--- config.mk ---
export PLATFORM = sky130hd
export DESIGN_NAME = mq_arithmetic_decoder
export DESIGN_NICKNAME = d
export VERILOG_FILES = /design/src/mqd_pkg.sv /design/src/mqd_front.sv /design/src/mqd_back.sv /design/src/mq_arithmetic_decoder.sv
export SDC_FILE = /design/constraint.sdc
export NUM_CORES = 1
export LEC_CHECK = 0
export BUFFER_PORTS_ARGS = -buffer_cell sky130_fd_sc_hd__buf_2
export CORE_ASPECT_RATIO = 2
export CORE_MARGIN = 10
export CORE_UTILIZATION = 45
export CTS_CLUSTER_DIAMETER = 80
export DETAILED_ROUTE_END_ITERATION = 7
export GPL_TIMING_DRIVEN = 1
export PLACE_DENSITY = 0.64
export SLEW_MARGIN = 20
export SYNTH_ARGS = -nofsm -noshare
export SYNTH_HDL_FRONTEND = slang
export SYNTH_SLANG_ARGS = --single-unit
--- constraint.sdc ---
create_clock -name clock -period 13 [get_ports clock]
set_input_delay 2.6 -clock clock [delete_from_list [all_inputs] [get_ports clock]]
set_output_delay 2.6 -clock clock [all_outputs]
set_load 0.01 [all_outputs]
--- src/mqd_pkg.sv ---
// ----------------------------------------------------------------------------
// mqd_pkg: shared types and tables of the MQ arithmetic decoder
// Request record and operation codes, probability state tables, sizes.
// ----------------------------------------------------------------------------
package mqd_pkg;

   localparam int NUM_CONTEXTS = 32;
   localparam int CTX_W        = $clog2(NUM_CONTEXTS);
   localparam int QUEUE_DEPTH  = 4;
   localparam int FILL_W       = $clog2(QUEUE_DEPTH + 1);
   localparam int QI_W         = $clog2(QUEUE_DEPTH);
   localparam int LABEL_W      = 5;

   localparam logic [5:0]  LAST_STATE    = 6'd46;
   localparam logic [15:0] INTERVAL_INIT = 16'h8000;
   localparam logic [7:0]  STUFF_BYTE    = 8'hFF;
   localparam logic [7:0]  MARKER_MIN    = 8'h8F;
   localparam logic [31:0] MARKER_ADD    = 32'h0000_FF00;
   localparam logic [3:0]  BITS_PLAIN    = 4'd8;
   localparam logic [3:0]  BITS_STUFFED  = 4'd7;
   localparam logic [4:0]  MAX_SHIFTS    = 5'd16;

   typedef enum logic [1:0] {
      OP_LOAD   = 2'd0,
      OP_PUSH   = 2'd1,
      OP_START  = 2'd2,
      OP_DECODE = 2'd3
   } op_type;

   typedef struct packed {
      op_type               op;
      logic [LABEL_W-1:0]   label;
      logic [7:0]           byte_value;
      logic                 load_mps;
      logic [5:0]           load_state;
   } item_type;

   typedef struct packed {
      logic     valid;
      item_type item;
   } link_type;

   localparam logic [15:0] QE_TAB [47] = '{
      16'h5601, 16'h3401, 16'h1801, 16'h0AC1, 16'h0521, 16'h0221, 16'h5601, 16'h5401,
      16'h4801, 16'h3801, 16'h3001, 16'h2401, 16'h1C01, 16'h1601, 16'h5601, 16'h5401,
      16'h5101, 16'h4801, 16'h3801, 16'h3401, 16'h3001, 16'h2801, 16'h2401, 16'h2201,
      16'h1C01, 16'h1801, 16'h1601, 16'h1401, 16'h1201, 16'h1101, 16'h0AC1, 16'h09C1,
      16'h08A1, 16'h0521, 16'h0441, 16'h02A1, 16'h0221, 16'h0141, 16'h0111, 16'h0085,
      16'h0049, 16'h0025, 16'h0015, 16'h0009, 16'h0005, 16'h0001, 16'h5601};

   localparam logic [5:0] MPS_NEXT [47] = '{
      6'd1,  6'd2,  6'd3,  6'd4,  6'd5,  6'd38, 6'd7,  6'd8,  6'd9,  6'd10,
      6'd11, 6'd12, 6'd13, 6'd29, 6'd15, 6'd16, 6'd17, 6'd18, 6'd19, 6'd20,
      6'd21, 6'd22, 6'd23, 6'd24, 6'd25, 6'd26, 6'd27, 6'd28, 6'd29, 6'd30,
      6'd31, 6'd32, 6'd33, 6'd34, 6'd35, 6'd36, 6'd37, 6'd38, 6'd39, 6'd40,
      6'd41, 6'd42, 6'd43, 6'd44, 6'd45, 6'd45, 6'd46};

   localparam logic [5:0] LPS_NEXT [47] = '{
      6'd1,  6'd6,  6'd9,  6'd12, 6'd29, 6'd33, 6'd6,  6'd14, 6'd14, 6'd14,
      6'd17, 6'd18, 6'd20, 6'd21, 6'd14, 6'd14, 6'd15, 6'd16, 6'd17, 6'd18,
      6'd19, 6'd19, 6'd20, 6'd21, 6'd22, 6'd23, 6'd24, 6'd25, 6'd26, 6'd27,
      6'd28, 6'd29, 6'd30, 6'd31, 6'd32, 6'd33, 6'd34, 6'd35, 6'd36, 6'd37,
      6'd38, 6'd39, 6'd40, 6'd41, 6'd42, 6'd43, 6'd46};

   localparam logic FLIP_MPS [47] = '{
      1'b1, 1'b0, 1'b0, 1'b0, 1'b0, 1'b0, 1'b1, 1'b0, 1'b0, 1'b0,
      1'b0, 1'b0, 1'b0, 1'b0, 1'b1, 1'b0, 1'b0, 1'b0, 1'b0, 1'b0,
      1'b0, 1'b0, 1'b0, 1'b0, 1'b0, 1'b0, 1'b0, 1'b0, 1'b0, 1'b0,
      1'b0, 1'b0, 1'b0, 1'b0, 1'b0, 1'b0, 1'b0, 1'b0, 1'b0, 1'b0,
      1'b0, 1'b0, 1'b0, 1'b0, 1'b0, 1'b0, 1'b0};

endpackage

--- src/mqd_front.sv ---
// ----------------------------------------------------------------------------
// mqd_front: request intake of the MQ arithmetic decoder
// Accepts requests, classifies the mode, clamps the state index and holds
// them in a two-entry queue for the execution side.
// ----------------------------------------------------------------------------
module mqd_front (
   input  logic              clock,
   input  logic              reset,
   input  logic              req_valid,
   output logic              req_stall,
   input  logic [1:0]        req_mode,
   input  logic [4:0]        req_context_label,
   input  logic [7:0]        req_byte_value,
   input  logic              req_load_mps,
   input  logic [5:0]        req_load_state,
   output mqd_pkg::link_type link,
   input  logic              item_pop
);
   import mqd_pkg::*;

   item_type   slot_ff [2];
   logic       wr_ptr_ff;
   logic       rd_ptr_ff;
   logic [1:0] count_ff;
   logic [1:0] count_in;
   item_type   classified;
   logic       accept;

   always_comb begin
      unique case (req_mode)
         OP_LOAD:  classified.op = OP_LOAD;
         OP_PUSH:  classified.op = OP_PUSH;
         OP_START: classified.op = OP_START;
         default:  classified.op = OP_DECODE;
      endcase
      classified.label      = req_context_label;
      classified.byte_value = req_byte_value;
      classified.load_mps   = req_load_mps;
      classified.load_state = (req_load_state > LAST_STATE) ? LAST_STATE : req_load_state;
   end

   assign req_stall  = (count_ff == 2'd2);
   assign accept     = req_valid && !req_stall;
   assign link.valid = (count_ff != 2'd0);
   assign link.item  = slot_ff[rd_ptr_ff];

   always_comb begin
      case ({accept, item_pop})
         2'b10:   count_in = count_ff + 2'd1;
         2'b01:   count_in = count_ff - 2'd1;
         default: count_in = count_ff;
      endcase
   end

   always_ff @(posedge clock) begin
      if (reset) begin
         wr_ptr_ff <= 1'b0;
         rd_ptr_ff <= 1'b0;
         count_ff  <= 2'd0;
      end else begin
         if (accept)   wr_ptr_ff <= ~wr_ptr_ff;
         if (item_pop) rd_ptr_ff <= ~rd_ptr_ff;
         count_ff <= count_in;
      end
   end

   always_ff @(posedge clock) begin
      if (accept) slot_ff[wr_ptr_ff] <= classified;
   end

endmodule

--- src/mqd_back.sv ---
// ----------------------------------------------------------------------------
// mqd_back: execution side of the MQ arithmetic decoder
// Context memory, byte queue, INITDEC, decision with conditional exchange,
// and chunked renormalization with byte refill and marker handling.
// ----------------------------------------------------------------------------
module mqd_back (
   input  logic              clock,
   input  logic              reset,
   input  mqd_pkg::link_type link,
   output logic              item_pop,
   output logic              rsp_valid,
   input  logic              rsp_stall,
   output logic              rsp_decoded_bit,
   output logic              rsp_byte_underflow
);
   import mqd_pkg::*;

   typedef enum logic [2:0] {
      ST_IDLE,
      ST_START_TAKE,
      ST_START_FILL,
      ST_DECIDE,
      ST_RENORM
   } state_type;

   state_type          state_ff, state_in;
   logic [15:0]        interval_ff, interval_in;
   logic [31:0]        code_ff, code_in;
   logic [3:0]         bc_ff, bc_in;
   logic [7:0]         last_ff, last_in;
   logic [4:0]         done_ff, done_in;
   logic               uf_ff, uf_in;
   logic [FILL_W-1:0]  fill_ff, fill_in;
   logic               rsp_valid_ff, rsp_valid_in;
   logic               rsp_bit_ff, rsp_bit_in;
   logic               rsp_uf_ff, rsp_uf_in;
   logic [CTX_W-1:0]   label_ff, label_in;
   logic               bit_ff, bit_in;

   logic [7:0]         bq_ff [QUEUE_DEPTH];
   logic [6:0]         ctx_mem [NUM_CONTEXTS];
   logic [6:0]         ctx_rd_ff;
   logic               ctx_rd_en, ctx_wr_en;
   logic [CTX_W-1:0]   ctx_wr_addr;
   logic [6:0]         ctx_wr_data;
   logic               q_push, q_pop;

   logic               q_empty;
   logic [7:0]         q_head;
   logic               bi_pop, bi_uf;
   logic [7:0]         bi_last;
   logic [31:0]        bi_add;
   logic [3:0]         bi_bc;

   logic               ctx_mps;
   logic [5:0]         st;
   logic [15:0]        q;
   logic [15:0]        chigh;
   logic [15:0]        iv;
   logic               renorm_go, lps_take, dec_bit;
   logic [15:0]        dec_interval, dec_code_hi;
   logic               new_mps;
   logic [5:0]         new_state;

   logic               rn_refill, rn_finish;
   logic [3:0]         rn_bc0;
   logic [31:0]        rn_code0;
   logic [4:0]         lz, rn_rem, rn_shift;
   logic               out_free;

   assign q_empty = (fill_ff == '0);
   assign q_head  = q_empty ? STUFF_BYTE : bq_ff[0];

   always_comb begin
      bi_uf = q_empty;
      if (last_ff == STUFF_BYTE) begin
         if (q_head > MARKER_MIN) begin
            bi_pop  = 1'b0;
            bi_last = last_ff;
            bi_add  = MARKER_ADD;
            bi_bc   = BITS_PLAIN;
         end else begin
            bi_pop  = 1'b1;
            bi_last = q_head;
            bi_add  = {15'd0, q_head, 9'd0};
            bi_bc   = BITS_STUFFED;
         end
      end else begin
         bi_pop  = !q_empty;
         bi_last = q_head;
         bi_add  = {16'd0, q_head, 8'd0};
         bi_bc   = BITS_PLAIN;
      end
   end

   always_comb begin
      ctx_mps = ctx_rd_ff[6];
      st      = (ctx_rd_ff[5:0] > LAST_STATE) ? LAST_STATE : ctx_rd_ff[5:0];
      q       = QE_TAB[st];
      chigh   = code_ff[31:16];
      iv      = interval_ff - q;
      if (chigh < q) begin
         renorm_go    = 1'b1;
         dec_interval = q;
         dec_code_hi  = chigh;
         lps_take     = !(iv < q);
      end else begin
         renorm_go    = !iv[15];
         dec_interval = iv;
         dec_code_hi  = chigh - q;
         lps_take     = !iv[15] && (iv < q);
      end
      dec_bit   = lps_take ? ~ctx_mps : ctx_mps;
      new_mps   = lps_take ? (ctx_mps ^ FLIP_MPS[st]) : ctx_mps;
      new_state = lps_take ? LPS_NEXT[st] : MPS_NEXT[st];
   end

   always_comb begin
      lz = MAX_SHIFTS;
      for (int i = 0; i < 16; i++) begin
         if (interval_ff[i]) lz = 5'(15 - i);
      end
   end

   always_comb begin
      rn_refill = (bc_ff == 4'd0);
      rn_bc0    = rn_refill ? bi_bc : bc_ff;
      rn_code0  = rn_refill ? (code_ff + bi_add) : code_ff;
      rn_rem    = (interval_ff == 16'd0) ? (MAX_SHIFTS - done_ff) : lz;
      rn_shift  = (rn_rem < {1'b0, rn_bc0}) ? rn_rem : {1'b0, rn_bc0};
      rn_finish = (rn_shift == rn_rem);
   end

   assign out_free = !rsp_valid_ff || !rsp_stall;

   always_comb begin
      state_in     = state_ff;
      interval_in  = interval_ff;
      code_in      = code_ff;
      bc_in        = bc_ff;
      last_in      = last_ff;
      done_in      = done_ff;
      uf_in        = uf_ff;
      label_in     = label_ff;
      bit_in       = bit_ff;
      rsp_valid_in = rsp_valid_ff && rsp_stall;
      rsp_bit_in   = rsp_bit_ff;
      rsp_uf_in    = rsp_uf_ff;
      item_pop     = 1'b0;
      q_push       = 1'b0;
      q_pop        = 1'b0;
      ctx_rd_en    = 1'b0;
      ctx_wr_en    = 1'b0;
      ctx_wr_addr  = label_ff;
      ctx_wr_data  = {new_mps, new_state};

      unique case (state_ff)
         ST_IDLE: begin
            if (link.valid) begin
               item_pop = 1'b1;
               uf_in    = 1'b0;
               unique case (link.item.op)
                  OP_LOAD: begin
                     ctx_wr_en   = 1'b1;
                     ctx_wr_addr = link.item.label[CTX_W-1:0];
                     ctx_wr_data = {link.item.load_mps, link.item.load_state};
                  end
                  OP_PUSH: begin
                     q_push = (fill_ff < FILL_W'(QUEUE_DEPTH));
                  end
                  OP_START: begin
                     state_in = ST_START_TAKE;
                  end
                  OP_DECODE: begin
                     ctx_rd_en = 1'b1;
                     label_in  = link.item.label[CTX_W-1:0];
                     state_in  = ST_DECIDE;
                  end
                  default: ;
               endcase
            end
         end
         ST_START_TAKE: begin
            q_pop    = !q_empty;
            last_in  = q_head;
            code_in  = {8'd0, q_head, 16'd0};
            uf_in    = q_empty;
            state_in = ST_START_FILL;
         end
         ST_START_FILL: begin
            if (out_free) begin
               q_pop        = bi_pop;
               last_in      = bi_last;
               code_in      = (code_ff + bi_add) << 7;
               bc_in        = bi_bc - BITS_STUFFED;
               interval_in  = INTERVAL_INIT;
               uf_in        = uf_ff | bi_uf;
               rsp_valid_in = 1'b1;
               rsp_bit_in   = 1'b0;
               rsp_uf_in    = uf_ff | bi_uf;
               state_in     = ST_IDLE;
            end
         end
         ST_DECIDE: begin
            if (renorm_go || out_free) begin
               interval_in = dec_interval;
               code_in     = {dec_code_hi, code_ff[15:0]};
               bit_in      = dec_bit;
               done_in     = 5'd0;
               if (renorm_go) begin
                  ctx_wr_en = 1'b1;
                  state_in  = ST_RENORM;
               end else begin
                  rsp_valid_in = 1'b1;
                  rsp_bit_in   = ctx_mps;
                  rsp_uf_in    = uf_ff;
                  state_in     = ST_IDLE;
               end
            end
         end
         ST_RENORM: begin
            if (!rn_finish || out_free) begin
               q_pop       = rn_refill && bi_pop;
               if (rn_refill) last_in = bi_last;
               uf_in       = uf_ff | (rn_refill && bi_uf);
               interval_in = 16'(interval_ff << rn_shift);
               code_in     = rn_code0 << rn_shift;
               bc_in       = rn_bc0 - rn_shift[3:0];
               done_in     = done_ff + rn_shift;
               if (rn_finish) begin
                  rsp_valid_in = 1'b1;
                  rsp_bit_in   = bit_ff;
                  rsp_uf_in    = uf_ff | (rn_refill && bi_uf);
                  state_in     = ST_IDLE;
               end
            end
         end
         default: state_in = ST_IDLE;
      endcase
   end

   always_comb begin
      case ({q_push, q_pop})
         2'b10:   fill_in = fill_ff + FILL_W'(1);
         2'b01:   fill_in = fill_ff - FILL_W'(1);
         default: fill_in = fill_ff;
      endcase
   end

   always_ff @(posedge clock) begin
      if (reset) begin
         state_ff     <= ST_IDLE;
         interval_ff  <= 16'd0;
         code_ff      <= 32'd0;
         bc_ff        <= 4'd0;
         last_ff      <= 8'd0;
         done_ff      <= 5'd0;
         uf_ff        <= 1'b0;
         fill_ff      <= '0;
         rsp_valid_ff <= 1'b0;
         rsp_bit_ff   <= 1'b0;
         rsp_uf_ff    <= 1'b0;
      end else begin
         state_ff     <= state_in;
         interval_ff  <= interval_in;
         code_ff      <= code_in;
         bc_ff        <= bc_in;
         last_ff      <= last_in;
         done_ff      <= done_in;
         uf_ff        <= uf_in;
         fill_ff      <= fill_in;
         rsp_valid_ff <= rsp_valid_in;
         rsp_bit_ff   <= rsp_bit_in;
         rsp_uf_ff    <= rsp_uf_in;
      end
   end

   always_ff @(posedge clock) begin
      label_ff   <= label_in;
      bit_ff     <= bit_in;
   end

   always_ff @(posedge clock) begin
      if (q_push) bq_ff[fill_ff[QI_W-1:0]] <= link.item.byte_value;
      if (q_pop) begin
         for (int i = 0; i < QUEUE_DEPTH - 1; i++) bq_ff[i] <= bq_ff[i + 1];
      end
   end

   always_ff @(posedge clock) begin
      if (ctx_wr_en) ctx_mem[ctx_wr_addr] <= ctx_wr_data;
      if (ctx_rd_en) ctx_rd_ff <= ctx_mem[link.item.label[CTX_W-1:0]];
   end

   assign rsp_valid          = rsp_valid_ff;
   assign rsp_decoded_bit    = rsp_bit_ff;
   assign rsp_byte_underflow = rsp_uf_ff;

endmodule

--- src/mq_arithmetic_decoder.sv ---
// A request is taken into a two-entry queue; the execution side picks it up from there
// when idle. Load and push are carried out in the idle state; start passes through the
// take and fill states. Decode reads the context, then decides, then renormalizes where
// needed in chunks, each shifting up to the bits left in the current code byte before a refill.
// Reset clears interval, code, bit count, last byte and queues; contexts need a load.
// ----------------------------------------------------------------------------
// mq_arithmetic_decoder: MQ adaptive binary arithmetic decoder
// Request intake and queue in front, decoding engine with result register behind.
// ----------------------------------------------------------------------------
module mq_arithmetic_decoder (
   input  logic       clock,
   input  logic       reset,
   input  logic       req_valid,
   output logic       req_stall,
   input  logic [1:0] req_mode,
   input  logic [4:0] req_context_label,
   input  logic [7:0] req_byte_value,
   input  logic       req_load_mps,
   input  logic [5:0] req_load_state,
   output logic       rsp_valid,
   input  logic       rsp_stall,
   output logic       rsp_decoded_bit,
   output logic       rsp_byte_underflow
);
   import mqd_pkg::*;

   link_type link;
   logic     item_pop;

   mqd_front u_front (
      .clock             (clock),
      .reset             (reset),
      .req_valid         (req_valid),
      .req_stall         (req_stall),
      .req_mode          (req_mode),
      .req_context_label (req_context_label),
      .req_byte_value    (req_byte_value),
      .req_load_mps      (req_load_mps),
      .req_load_state    (req_load_state),
      .link              (link),
      .item_pop          (item_pop)
   );

   mqd_back u_back (
      .clock              (clock),
      .reset              (reset),
      .link               (link),
      .item_pop           (item_pop),
      .rsp_valid          (rsp_valid),
      .rsp_stall          (rsp_stall),
      .rsp_decoded_bit    (rsp_decoded_bit),
      .rsp_byte_underflow (rsp_byte_underflow)
   );

endmodule

# == After elaboration in Yosys (flattened, before gate mapping) ==
# Memories as Yosys holds them, arrays and structs flattened. A register that Yosys moved wholly into a read port is not among the register bits.
# Index checks and enable logic that the tools add are counted.
# totals
romBits,1856
memories,7
regBits,85
ram_bits,300
word_cells,251
# op_classes
add_sub_neg,11
mux,131
n_shift,2
eq_ne,25
n_reduce_logical,42
bitwise,8
magnitude_cmp,8
# mem_list
name,depth,word_bits,rd,rd_clocked_by_memory_dff,wr,line,text
(name not given),64,16,1,0,0,mqd_back.sv:99,q = QE_TAB[st];
(name not given),64,6,1,0,0,mqd_back.sv:115,new_state = lps_take ? LPS_NEXT[st] : MPS_NEXT[st];
(name not given),64,6,1,0,0,mqd_back.sv:115,
u_back.ctx_mem,32,7,1,1,1,mqd_back.sv:41,logic [6:0] ctx_mem [NUM_CONTEXTS];
(name not given),64,1,1,0,0,mqd_back.sv:114,new_mps = lps_take ? (ctx_mps ^ FLIP_MPS[st]) : ctx_mps;
u_front.slot_ff,2,22,1,1,1,mqd_front.sv:21,item_type slot_ff [2];
+1 memories,--,--,--,--,--,--,
# ops
cell,count
32-bit two-way mux,4
32-bit case mux with 4 select lines,1
5-bit two-way mux,23
16-bit two-way mux,7
8-bit two-way mux,7
1-bit two-way mux,50
16-bit case mux with 3 select lines,1
6-bit two-way mux,7
17-bit two-way mux,2
32-bit by 17-bit adder with 32-bit output,1
16-bit < comparator,2
32-bit by 5-bit << shifter with 32-bit output,1
16-bit subtractor,2
8-bit case mux with 3 select lines,1
7-bit two-way mux,3
4-bit two-way mux,5
3-bit two-way mux,6
16-bit zero test,1
4-bit AND reduction,4
16-bit by 5-bit << shifter with 16-bit output,1
3-bit case mux with 5 select lines,1
"2-bit == test, second input constant",6
"6-bit greater-than comparator, second input constant",2
1-bit case mux with 3 select lines,4
47 further kinds,85

# == Depth between registers and ports, before layout ==
# Gate-level depths: netlist of the first run.
# depth
word_depth,28
mapped_depth,29

# == Modules after synthesis ==
# A second synthesis of the first run with hierarchy kept.
# hier_totals
hier_cells,2048
area_unflattened_um2,22681.8
# by_module_without_submodules
module,n_inst,cells_each,area_per_inst_um2
mqd_back,1,1945,20827.5
mqd_front,1,103,1854.3

# == Least setup slack after synthesis of the first run ==
# Ideal clock, no wire load.
# synth_timing
path_type,register to register
startpoint,register u_back.ctx_rd_ff[3] (read register of u_back.ctx_mem)
endpoint,"memory u_back.ctx_mem[0][1], data pin"
n_path_buf,3
period_less_slack_ns,7.170
path_stages_with_launch,26
slack_ns,5.830
arrival_time_ns,6.716
path_cell_list,edfxtp_1 clkbuf_1 a31oi_1 o21ai_0 inv_1 ha_1 clkbuf_1 a21o_1 o221ai_1 ha_1 nor2b_1 o21ai_0 a21boi_0 o21ai_0 a21oi_1 nor3_1 nor2_1 xnor2_1 ha_1 a211o_1 a2111oi_0 o31ai_1 xnor2_1 clkbuf_1 o21ai_0 o21ai_0
# synth_between
elab_chain_len,14
word_cells_on_any_way,23
cone_classes,add/sub (1); order compare (3); mux (12); bitwise (1); reduce/logical (3); memory (3)
# synth_lines
item,line,text
"start, declared",mqd_back.sv:42,logic [6:0] ctx_rd_ff;
6-bit greater-than comparator,mqd_back.sv:98,st = (ctx_rd_ff[5:0] > LAST_STATE) ? LAST_STATE : ctx_rd_ff[5:0];
6-bit two-way mux *,mqd_back.sv:98,
6-bit NOT with 7-bit output (implied by the code) *,"mqd_back.sv:99, mqd_back.sv:115",
memory 64 x 16 bit,--,
16-bit two-way mux (implied by the code) (2 in series),mqd_back.sv:99,
16-bit subtractor,mqd_back.sv:101,iv = interval_ff - q;
16-bit < comparator or 1-bit zero test (tied branches),"mqd_back.sv:106, mqd_back.sv:111",
1-bit logical AND or 1-bit zero test (tied branches),"mqd_back.sv:111, mqd_back.sv:106",
1-bit two-way mux,mqd_back.sv:102,if (chigh < q) begin
6-bit two-way mux *,mqd_back.sv:115,
7-bit two-way mux,mqd_back.sv:162,unique case (link.item.op)
7-bit two-way mux,mqd_back.sv:159,if (link.valid) begin
7-bit two-way mux *,mqd_back.sv:157,unique case (state_ff)
net u_back.ctx_wr_data[1],mqd_back.sv:45,logic [6:0] ctx_wr_data;
"end, declared",mqd_back.sv:41,
# Mark *: on every way through the listed nets, which the timed path passes. The rest lies on a longest branch. The select of a mux whose other input is x is not followed.

# == Worst setup path in the final report of the first run ==
# layout_timing
startpoint,register u_back.ctx_rd_ff[4] (read register of u_back.ctx_mem)
endpoint,"memory u_back.ctx_mem[25][6], data pin"
# layout_between
elab_chain_len,14
word_cells_on_any_way,21
cone_classes,add/sub (1); order compare (3); mux (10); bitwise (2); reduce/logical (3); memory (2)
# layout_lines
item,line
6-bit greater-than comparator,mqd_back.sv:98
6-bit two-way mux *,mqd_back.sv:98
6-bit NOT with 7-bit output (implied by the code) *,"mqd_back.sv:99, mqd_back.sv:114"
memory 64 x 16 bit,--
16-bit two-way mux (implied by the code) (2 in series),mqd_back.sv:99
16-bit subtractor,mqd_back.sv:101
16-bit < comparator or 1-bit zero test (tied branches),"mqd_back.sv:106, mqd_back.sv:111"
1-bit logical AND or 1-bit zero test (tied branches),"mqd_back.sv:111, mqd_back.sv:106"
1-bit two-way mux,mqd_back.sv:102
1-bit two-way mux *,mqd_back.sv:114
7-bit two-way mux,mqd_back.sv:162
7-bit two-way mux,mqd_back.sv:159
7-bit two-way mux *,mqd_back.sv:157
net u_back.ctx_wr_data[6],mqd_back.sv:45
# Marked as above.

==> impl_metrics.env, run 1 <==
export IMPL_max_slew_margin_rel=0.211
export IMPL_grt_overflow_total=0
export IMPL_post_synth_cell_types=98
export IMPL_finClkSkew_ps=35.7
export IMPL_cts_repair_resize_count=0
export IMPL_crit_top_cell="sky130_fd_sc_hd__ha_1"
export IMPL_postRouteAntennaNets=0
export IMPL_numClockSinks=393
export IMPL_top_cells_by_area_synth="sky130_fd_sc_hd__edfxtp_1 (40%), sky130_fd_sc_hd__dfxtp_1 (6.9%), sky130_fd_sc_hd__nand2_1 (6.2%), sky130_fd_sc_hd__ha_1 (4.1%), sky130_fd_sc_hd__mux2i_1 (3.7%)"
export IMPL_synthesis_area_per_instance_um2=9.60
export IMPL_setup_viol=0
export IMPL_cp_end_kind="flop"
export IMPL_dr_first_iter_drc_count=1570
export IMPL_total_drc_errors_in_the_routed_layout=0
export IMPL_worstSkewPairLatency_ps=560
export IMPL_ff_latch_count_synth=393
export IMPL_multi_input_logic_area_um2=11500
export IMPL_synth_cells_most_frequent="sky130_fd_sc_hd__nand2_1 (385), sky130_fd_sc_hd__edfxtp_1 (313), sky130_fd_sc_hd__nor2_1 (214)"
export IMPL_timing_max_cap_violations=0
export IMPL_synth_area_leader_cell="sky130_fd_sc_hd__edfxtp_1"
export IMPL_synth_most_common_cell="sky130_fd_sc_hd__nand2_1"
export IMPL_critical_path_max_fanout=39
export IMPL_worstSetupPathType="reg -> reg"
export IMPL_grt_pass1_wl_um=113000
export IMPL_final_setup_tns_ps=0
export IMPL_number_of_placement_rows=118
export IMPL_hold_class="reg -> reg"
export IMPL_die_height_um=342
export IMPL_worst_ep_arrival_time_ps=7760
export IMPL_mappedNetlistArea_um2=23300
export IMPL_drive_above_1_share=0.0895
export IMPL_number_of_global_route_vias_before_repair=19400
export IMPL_cts_buffers_inserted=37
export IMPL_cts_buffer_depth=3
export IMPL_outcome="finished, final reports clean"
export IMPL_drtPass1Iterations=6
export IMPL_num_antenna_cells=0
export IMPL_globalRouteTotalUtil=0.232
export IMPL_seqCellArea_um2=11000
export IMPL_clock_transition_at_the_registers_of_the_reported_paths_ps=60
export IMPL_cp_required_ps=13230
export IMPL_synthesis_yosys_warnings=0
export IMPL_worst_r2r_path_depth=24
export IMPL_maxClockFrequency_ghz=0.133
export IMPL_detailed_placer_s_ending_hpwl_um=54100
export IMPL_cts_hold_buffers_added=0
export IMPL_number_of_cells_on_the_worst_hold_path=2
export IMPL_synth_seq_area_share=0.472
export IMPL_syn_num_nets=2537
export IMPL_crit_path_cell_trace="buf_4 -> a21oi_1 -> inv_1 -> ha_1 -> a21o_1 -> o221ai_1 -> ha_1 -> nor2b_1 -> o21ai_0 -> a21boi_0 -> o21ai_0 -> a21oi_1 -> nor3_1 -> nor2_1 -> xnor2_1 -> ha_1 -> a211o_1 -> a2111oi_0 -> o31ai_1 -> xnor2_1 -> buf_4 -> nand3_1 -> xor2_1 -> mux2i_4"
export IMPL_fillers=4748
export IMPL_clock_tree_from_tritoncts="yes"
export IMPL_core_region_area_um2=51500
export IMPL_routed_wirelength_um=74800
export IMPL_routed_via_count=19300
export IMPL_synth_top_cell_area_share=0.403
export IMPL_reg2reg_from="u_back.ctx_rd_ff[4]"
export IMPL_postSynth_asyncResetShare=0
export IMPL_layout_worst_path_cycle_share=0.580
export IMPL_cts_setup_buffers=0
export IMPL_ff2ff_setup_slack_ps=5460
export IMPL_synth_main_ff_cell="sky130_fd_sc_hd__edfxtp_1"
export IMPL_grt_antenna_before_repair=0
export IMPL_port_buffers=29
export IMPL_i_o_pin_count=30
export IMPL_largest_net_degree_at_the_start_of_global_routing=116
export IMPL_start_util=0.453
export IMPL_setup_worst_path_start_class="flop"
export IMPL_period_needed_ps=7540
export IMPL_synth_enable_flop_cells=313
export IMPL_synthToLayoutAreaGrowth_pct=8.38
export IMPL_design_final_nets=2492
export IMPL_tightest_slew_ps=1180
export IMPL_final_hold_viol_count=0
export IMPL_ctsHtreeMaxLevel=2
export IMPL_root_buffer="sky130_fd_sc_hd__clkbuf_16"
export IMPL_route_detailed_vias_per_inst=6.28
export IMPL_netlist_instances=2430
export IMPL_rsz_0062_raised_after_global_routing="no"
export IMPL_timing_hold_worst_start="u_back.last_ff[0]"
export IMPL_worstReg2RegEnd="u_back.ctx_mem[25][6]"
export IMPL_highest_delay_cell_along_the_critical_path="sky130_fd_sc_hd__mux2i_4"
export IMPL_worst_hold_path_endpoint="u_back.last_ff[0]"
export IMPL_die_width_um=181
export IMPL_detail_route_wl_per_cell_um=24.3
export IMPL_report_final_slew_viol_count=0
export IMPL_cpPeakStageDelay_ps=740
export IMPL_die_area_um2=61900
export IMPL_gpl_final_weighted_congestion=0.990
==> critical path, delay by kind of cell (launching register included) <==
family	cells	cell delay [ps]
AND/OR/NAND/NOR	4	620
multiplexers	1	740
flip-flops	1	360
AO/OA/AOI/OAI	10	3070
XOR/XNOR	3	590
adder cells (fa/ha/maj)	3	1070
buffers and inverters	3	760
==> area by class of cell <==
type                    instances  share of cell area
inverters                      68              0.0104
multi-input cells            1809               0.454
clock inverters                19             0.00748
flip-flops and latches        393               0.435
well taps                     660              0.0327
clock buffers                  48              0.0399
repair buffers                 76              0.0202
==> how the worst max path moves through the flow <==
stage | cells past startpoint | to | start
6_report | 24 | u_back.ctx_mem[25][6] | u_back.ctx_rd_ff[4]
5_1_grt | 24 | u_back.ctx_mem[24][6] | u_back.ctx_rd_ff[4]
4_1_cts | 24 | u_back.ctx_mem[7][1] | u_back.ctx_rd_ff[4]
3_5_place_dp | 24 | u_back.ctx_mem[26][1] | u_back.ctx_rd_ff[4]
3_3_place_gp | 24 | u_back.ctx_mem[16][1] | u_back.ctx_rd_ff[4]
2_1_floorplan | 25 | u_back.ctx_mem[0][1] | u_back.ctx_rd_ff[3]
==> placed cells by master (no fill, tap or decap), types with 26 or more instances in the layout <==
master	instances
sky130_fd_sc_hd__a311oi_1	57
sky130_fd_sc_hd__edfxtp_1	313
sky130_fd_sc_hd__a211oi_1	48
sky130_fd_sc_hd__nor2_1	213
sky130_fd_sc_hd__nand3_1	73
sky130_fd_sc_hd__and3_1	54
sky130_fd_sc_hd__mux2_2	26
sky130_fd_sc_hd__clkbuf_16	38
sky130_fd_sc_hd__buf_4	46
sky130_fd_sc_hd__xnor2_1	40
sky130_fd_sc_hd__mux2i_1	83
sky130_fd_sc_hd__o21a_1	40
sky130_fd_sc_hd__nand2_1	385
sky130_fd_sc_hd__a21oi_1	152
sky130_fd_sc_hd__ha_1	77
sky130_fd_sc_hd__o21ai_0	92
sky130_fd_sc_hd__dfxtp_1	80
sky130_fd_sc_hd__nor3_1	47
sky130_fd_sc_hd__inv_1	60
sky130_fd_sc_hd__o211ai_1	28
sky130_fd_sc_hd__buf_2	29
==> sequential cells by signal, indices dropped and copies added, names as in the netlist, 4 cells and up, named ones only <==
signal              cells
u_back.bq_ff           32
u_back.ctx_mem        224
u_back.last_ff          8
u_front.slot_ff        44
u_back.code_ff         32
u_back.done_ff          5
u_back.bc_ff            4
u_back.ctx_rd_ff        7
u_back.interval_ff     16
u_back.label_ff         5
==> metal layers <==
metal / share of wire / track usage / routed length, um
met1: 0.33 / 0.218 / 24400
met2: 0.53 / 0.433 / 39600
met3: 0.047 / 0.0292 / 3550
met4: 0.096 / 0.200 / 7220
met5: 0 / 0 / 0
==> cells by family after synthesis <==
kind of cell,Yosys count,share of synthesized area
flip-flops,393,0.472
AO/OA/AOI/OAI,667,0.198
multiplexers,117,0.0531
AND/OR/NAND/NOR,885,0.169
buffers and inverters,228,0.0414
adder cells (fa/ha/maj),81,0.0448
XOR/XNOR,59,0.0222
==> through the flow <==
| stage | setup slack, ps | instances | hold WS (ps) | area [um^2] | util |
|---|---|---|---|---|---|
| 2_1_floorplan | 5830 | 2430 | 470 | 23300 | - |
| 3_3_place_gp | 5540 | 3006 | 488 | 24000 | 0.467 |
| 3_5_place_dp | 5400 | 3006 | 493 | 24000 | 0.467 |
| 4_1_cts | 5360 | 3073 | 501 | 25200 | 0.490 |
| 5_1_grt | 4750 | 3073 | 524 | 25300 | 0.490 |
| 6_report | 5460 | 3073 | 495 | 25300 | 0.490 |
Power of run 1 is not shown: default switching activity piles up to over one toggle a cycle in this logic, so the estimate is an artifact.
==> inputs of run 2 (changes only) <==
--- a/config.mk
+++ b/config.mk
@@ -12,7 +12,7 @@
 export CTS_CLUSTER_DIAMETER = 80
 export DETAILED_ROUTE_END_ITERATION = 7
 export GPL_TIMING_DRIVEN = 1
-export PLACE_DENSITY = 0.64
+export PLACE_DENSITY = 0.66
 export SLEW_MARGIN = 20
 export SYNTH_ARGS = -nofsm -noshare
 export SYNTH_HDL_FRONTEND = slang
==> constraint.sdc (replaced) <==
create_clock -name clock -period 6.51 [get_ports clock]
set_input_delay 1.302 -clock clock [delete_from_list [all_inputs] [get_ports clock]]
set_output_delay 1.302 -clock clock [all_outputs]
set_load 0.01 [all_outputs]
==> impl_metrics.env, run 2 (same netlist as run 1, synthesis figures left out) <==
export IMPL_outcome="finished, final reports clean"
export IMPL_worst_r2r_path_depth=21
export IMPL_layout_top_registers="u_back.ctx_mem x224, u_front.slot_ff x44"
export IMPL_port_buffers=29
export IMPL_design_final_nets=2576
export IMPL_max_slew_margin_rel=0.265
export IMPL_die_area_um2=61900
export IMPL_postPlaceCellArea_um2=24700
export IMPL_detail_route_wl_per_cell_um=24.8
export IMPL_numClockSinks=393
export IMPL_period_needed_ps=6120
export IMPL_timing_max_cap_violations=0
export IMPL_i_o_pin_count=30
export IMPL_cp_end_kind="flop"
export IMPL_worst_ep_arrival_time_ps=6400
export IMPL_layout_worst_path_cycle_share=0.940
export IMPL_largest_register_by_flop_count="u_back.ctx_mem"
export IMPL_die_width_um=181
export IMPL_worst_hold_path_endpoint="u_back.last_ff[3]"
export IMPL_cp_required_ps=6790
export IMPL_die_height_um=342
export IMPL_cts_hold_buffers_added=0
export IMPL_num_antenna_cells=0
export IMPL_seqCellArea_um2=11000
export IMPL_finClkSkew_ps=41.4
export IMPL_dr_first_iter_drc_count=1566
export IMPL_setup_worst_path_start_class="flop"
export IMPL_grt_pass1_wl_um=118000
export IMPL_final_design_area_excluding_fillers_um2=26000
export IMPL_clock_transition_at_the_registers_of_the_reported_paths_ps=70
export IMPL_postRouteAntennaNets=0
export IMPL_drtPass1Iterations=7
export IMPL_drive_above_1_share=0.122
export IMPL_clock_tree_from_tritoncts="yes"
export IMPL_cts_buffer_depth=3
export IMPL_routed_via_count=19800
export IMPL_timing_hold_worst_start="u_back.last_ff[3]"
export IMPL_largest_net_degree_at_the_start_of_global_routing=85
export IMPL_worstSetupPathType="reg -> reg"
export IMPL_reg2reg_from="u_back.ctx_rd_ff[4]"
export IMPL_core_region_area_um2=51500
export IMPL_critical_path_max_fanout=8
export IMPL_maxClockFrequency_ghz=0.163
export IMPL_gpl_final_weighted_congestion=1.02
export IMPL_cts_repair_resize_count=0
export IMPL_grt_overflow_total=0
export IMPL_most_frequent_cells_in_the_layout="sky130_fd_sc_hd__nand2_1 (385), sky130_fd_sc_hd__edfxtp_1 (313), sky130_fd_sc_hd__nor2_1 (212), sky130_fd_sc_hd__a21oi_1 (151), sky130_fd_sc_hd__buf_4 (125)"
export IMPL_cts_buffers_inserted=37
export IMPL_routed_wirelength_um=78200
export IMPL_start_util=0.453
export IMPL_multi_input_logic_area_um2=11500
export IMPL_rsz_0062_raised_after_global_routing="no"
export IMPL_fillers=4681
export IMPL_grt_antenna_before_repair=0
export IMPL_globalRouteTotalUtil=0.243
export IMPL_cts_setup_buffers=0
export IMPL_number_of_placement_rows=118
export IMPL_ctsHtreeMaxLevel=2
export IMPL_worstSkewPairLatency_ps=570
export IMPL_synthToLayoutAreaGrowth_pct=11.4
export IMPL_number_of_cells_on_the_worst_hold_path=2
export IMPL_largest_register_ffs=224
export IMPL_setup_viol=0
export IMPL_detailed_placer_s_ending_hpwl_um=57100
export IMPL_total_drc_errors_in_the_routed_layout=0
export IMPL_root_buffer="sky130_fd_sc_hd__clkbuf_16"
export IMPL_report_final_slew_viol_count=0
export IMPL_number_of_global_route_vias_before_repair=20100
export IMPL_tightest_slew_ps=1100
export IMPL_hold_class="reg -> reg"
export IMPL_final_hold_viol_count=0
export IMPL_ff2ff_setup_slack_ps=390
export IMPL_cp_startpoint="u_back.ctx_rd_ff[4]"
export IMPL_route_detailed_vias_per_inst=6.27
export IMPL_worstReg2RegEnd="u_back.ctx_mem[30][6]"
export IMPL_layout_commonest_cell="sky130_fd_sc_hd__nand2_1"
==> run 2: changes by cell type in the layout (fill, tap and decap cells not counted), sizes merged <==
cell / change
buf: +83
clkinv: +3
a21oi: +1
clkbuf: -1
clkinvlp: -1
==> run 2: worst max path at each step <==
| stage | to | cells after the start |
|---|---|---|
| after CTS | u_back.ctx_mem[27][6] | 24 |
| after floorplan | u_back.ctx_mem[0][2] | 26 |
| after global placement | u_back.ctx_mem[18][5] | 23 |
| after detailed placement | u_back.ctx_mem[19][5] | 22 |
| after global routing | u_back.ctx_mem[27][6] | 28 |
| final | u_back.ctx_mem[30][6] | 21 |
==> run 2: layout make-up <==
class	instances	area share
clock buffer	47	0.0375
clock inverter	21	0.00877
inverter	68	0.0101
multi-input combinational	1810	0.443
sequential	393	0.424
tap	660	0.0318
timing repair buffer	159	0.0452
==> run 2: metal layers <==
layer  up-vias  wire (um)  track usage
met5         -          0            0
met1      9584      25400        0.228
met2       781      41500        0.453
li1       9126          -            -
met3       322       3560       0.0305
met4         0       7730        0.212
==> run 2: through the flow <==
stage / hold slack (ps) / TNS [ps] / std cells / util / worst slack [ps]
6_report: 501 / 0 / 3158 / 0.504 / 393
4_1_cts: 502 / 0 / 3157 / 0.503 / 260
3_3_place_gp: 487 / -28.9 / 3089 / 0.479 / -1.78
2_1_floorplan: 470 / 0 / 2430 / - / 121
3_5_place_dp: 494 / 0 / 3089 / 0.480 / 356
5_1_grt: 535 / 0 / 3158 / 0.504 / 51.3
==> run 2: critical path, stage by stage, from the launching register on <==
cell                       delay [ps]
sky130_fd_sc_hd__edfxtp_1         440
sky130_fd_sc_hd__a31oi_1          160
sky130_fd_sc_hd__o21ai_0          120
sky130_fd_sc_hd__buf_4            190
sky130_fd_sc_hd__ha_1             310
sky130_fd_sc_hd__nor2b_1          190
sky130_fd_sc_hd__nand2b_1         110
sky130_fd_sc_hd__o21ai_0           90
sky130_fd_sc_hd__a32oi_1          190
sky130_fd_sc_hd__nor2_1            60
sky130_fd_sc_hd__a21oi_1          490
sky130_fd_sc_hd__buf_4            290
sky130_fd_sc_hd__ha_1             230
sky130_fd_sc_hd__nand3_1           90
sky130_fd_sc_hd__o21ai_1          330
sky130_fd_sc_hd__a221oi_1         180
sky130_fd_sc_hd__o21a_1           350
sky130_fd_sc_hd__o21ai_0          680
sky130_fd_sc_hd__nor2_1           120
sky130_fd_sc_hd__a32oi_1          840
sky130_fd_sc_hd__nor2_1           130
sky130_fd_sc_hd__buf_4            240
Power of run 2 is left out for the same reason.
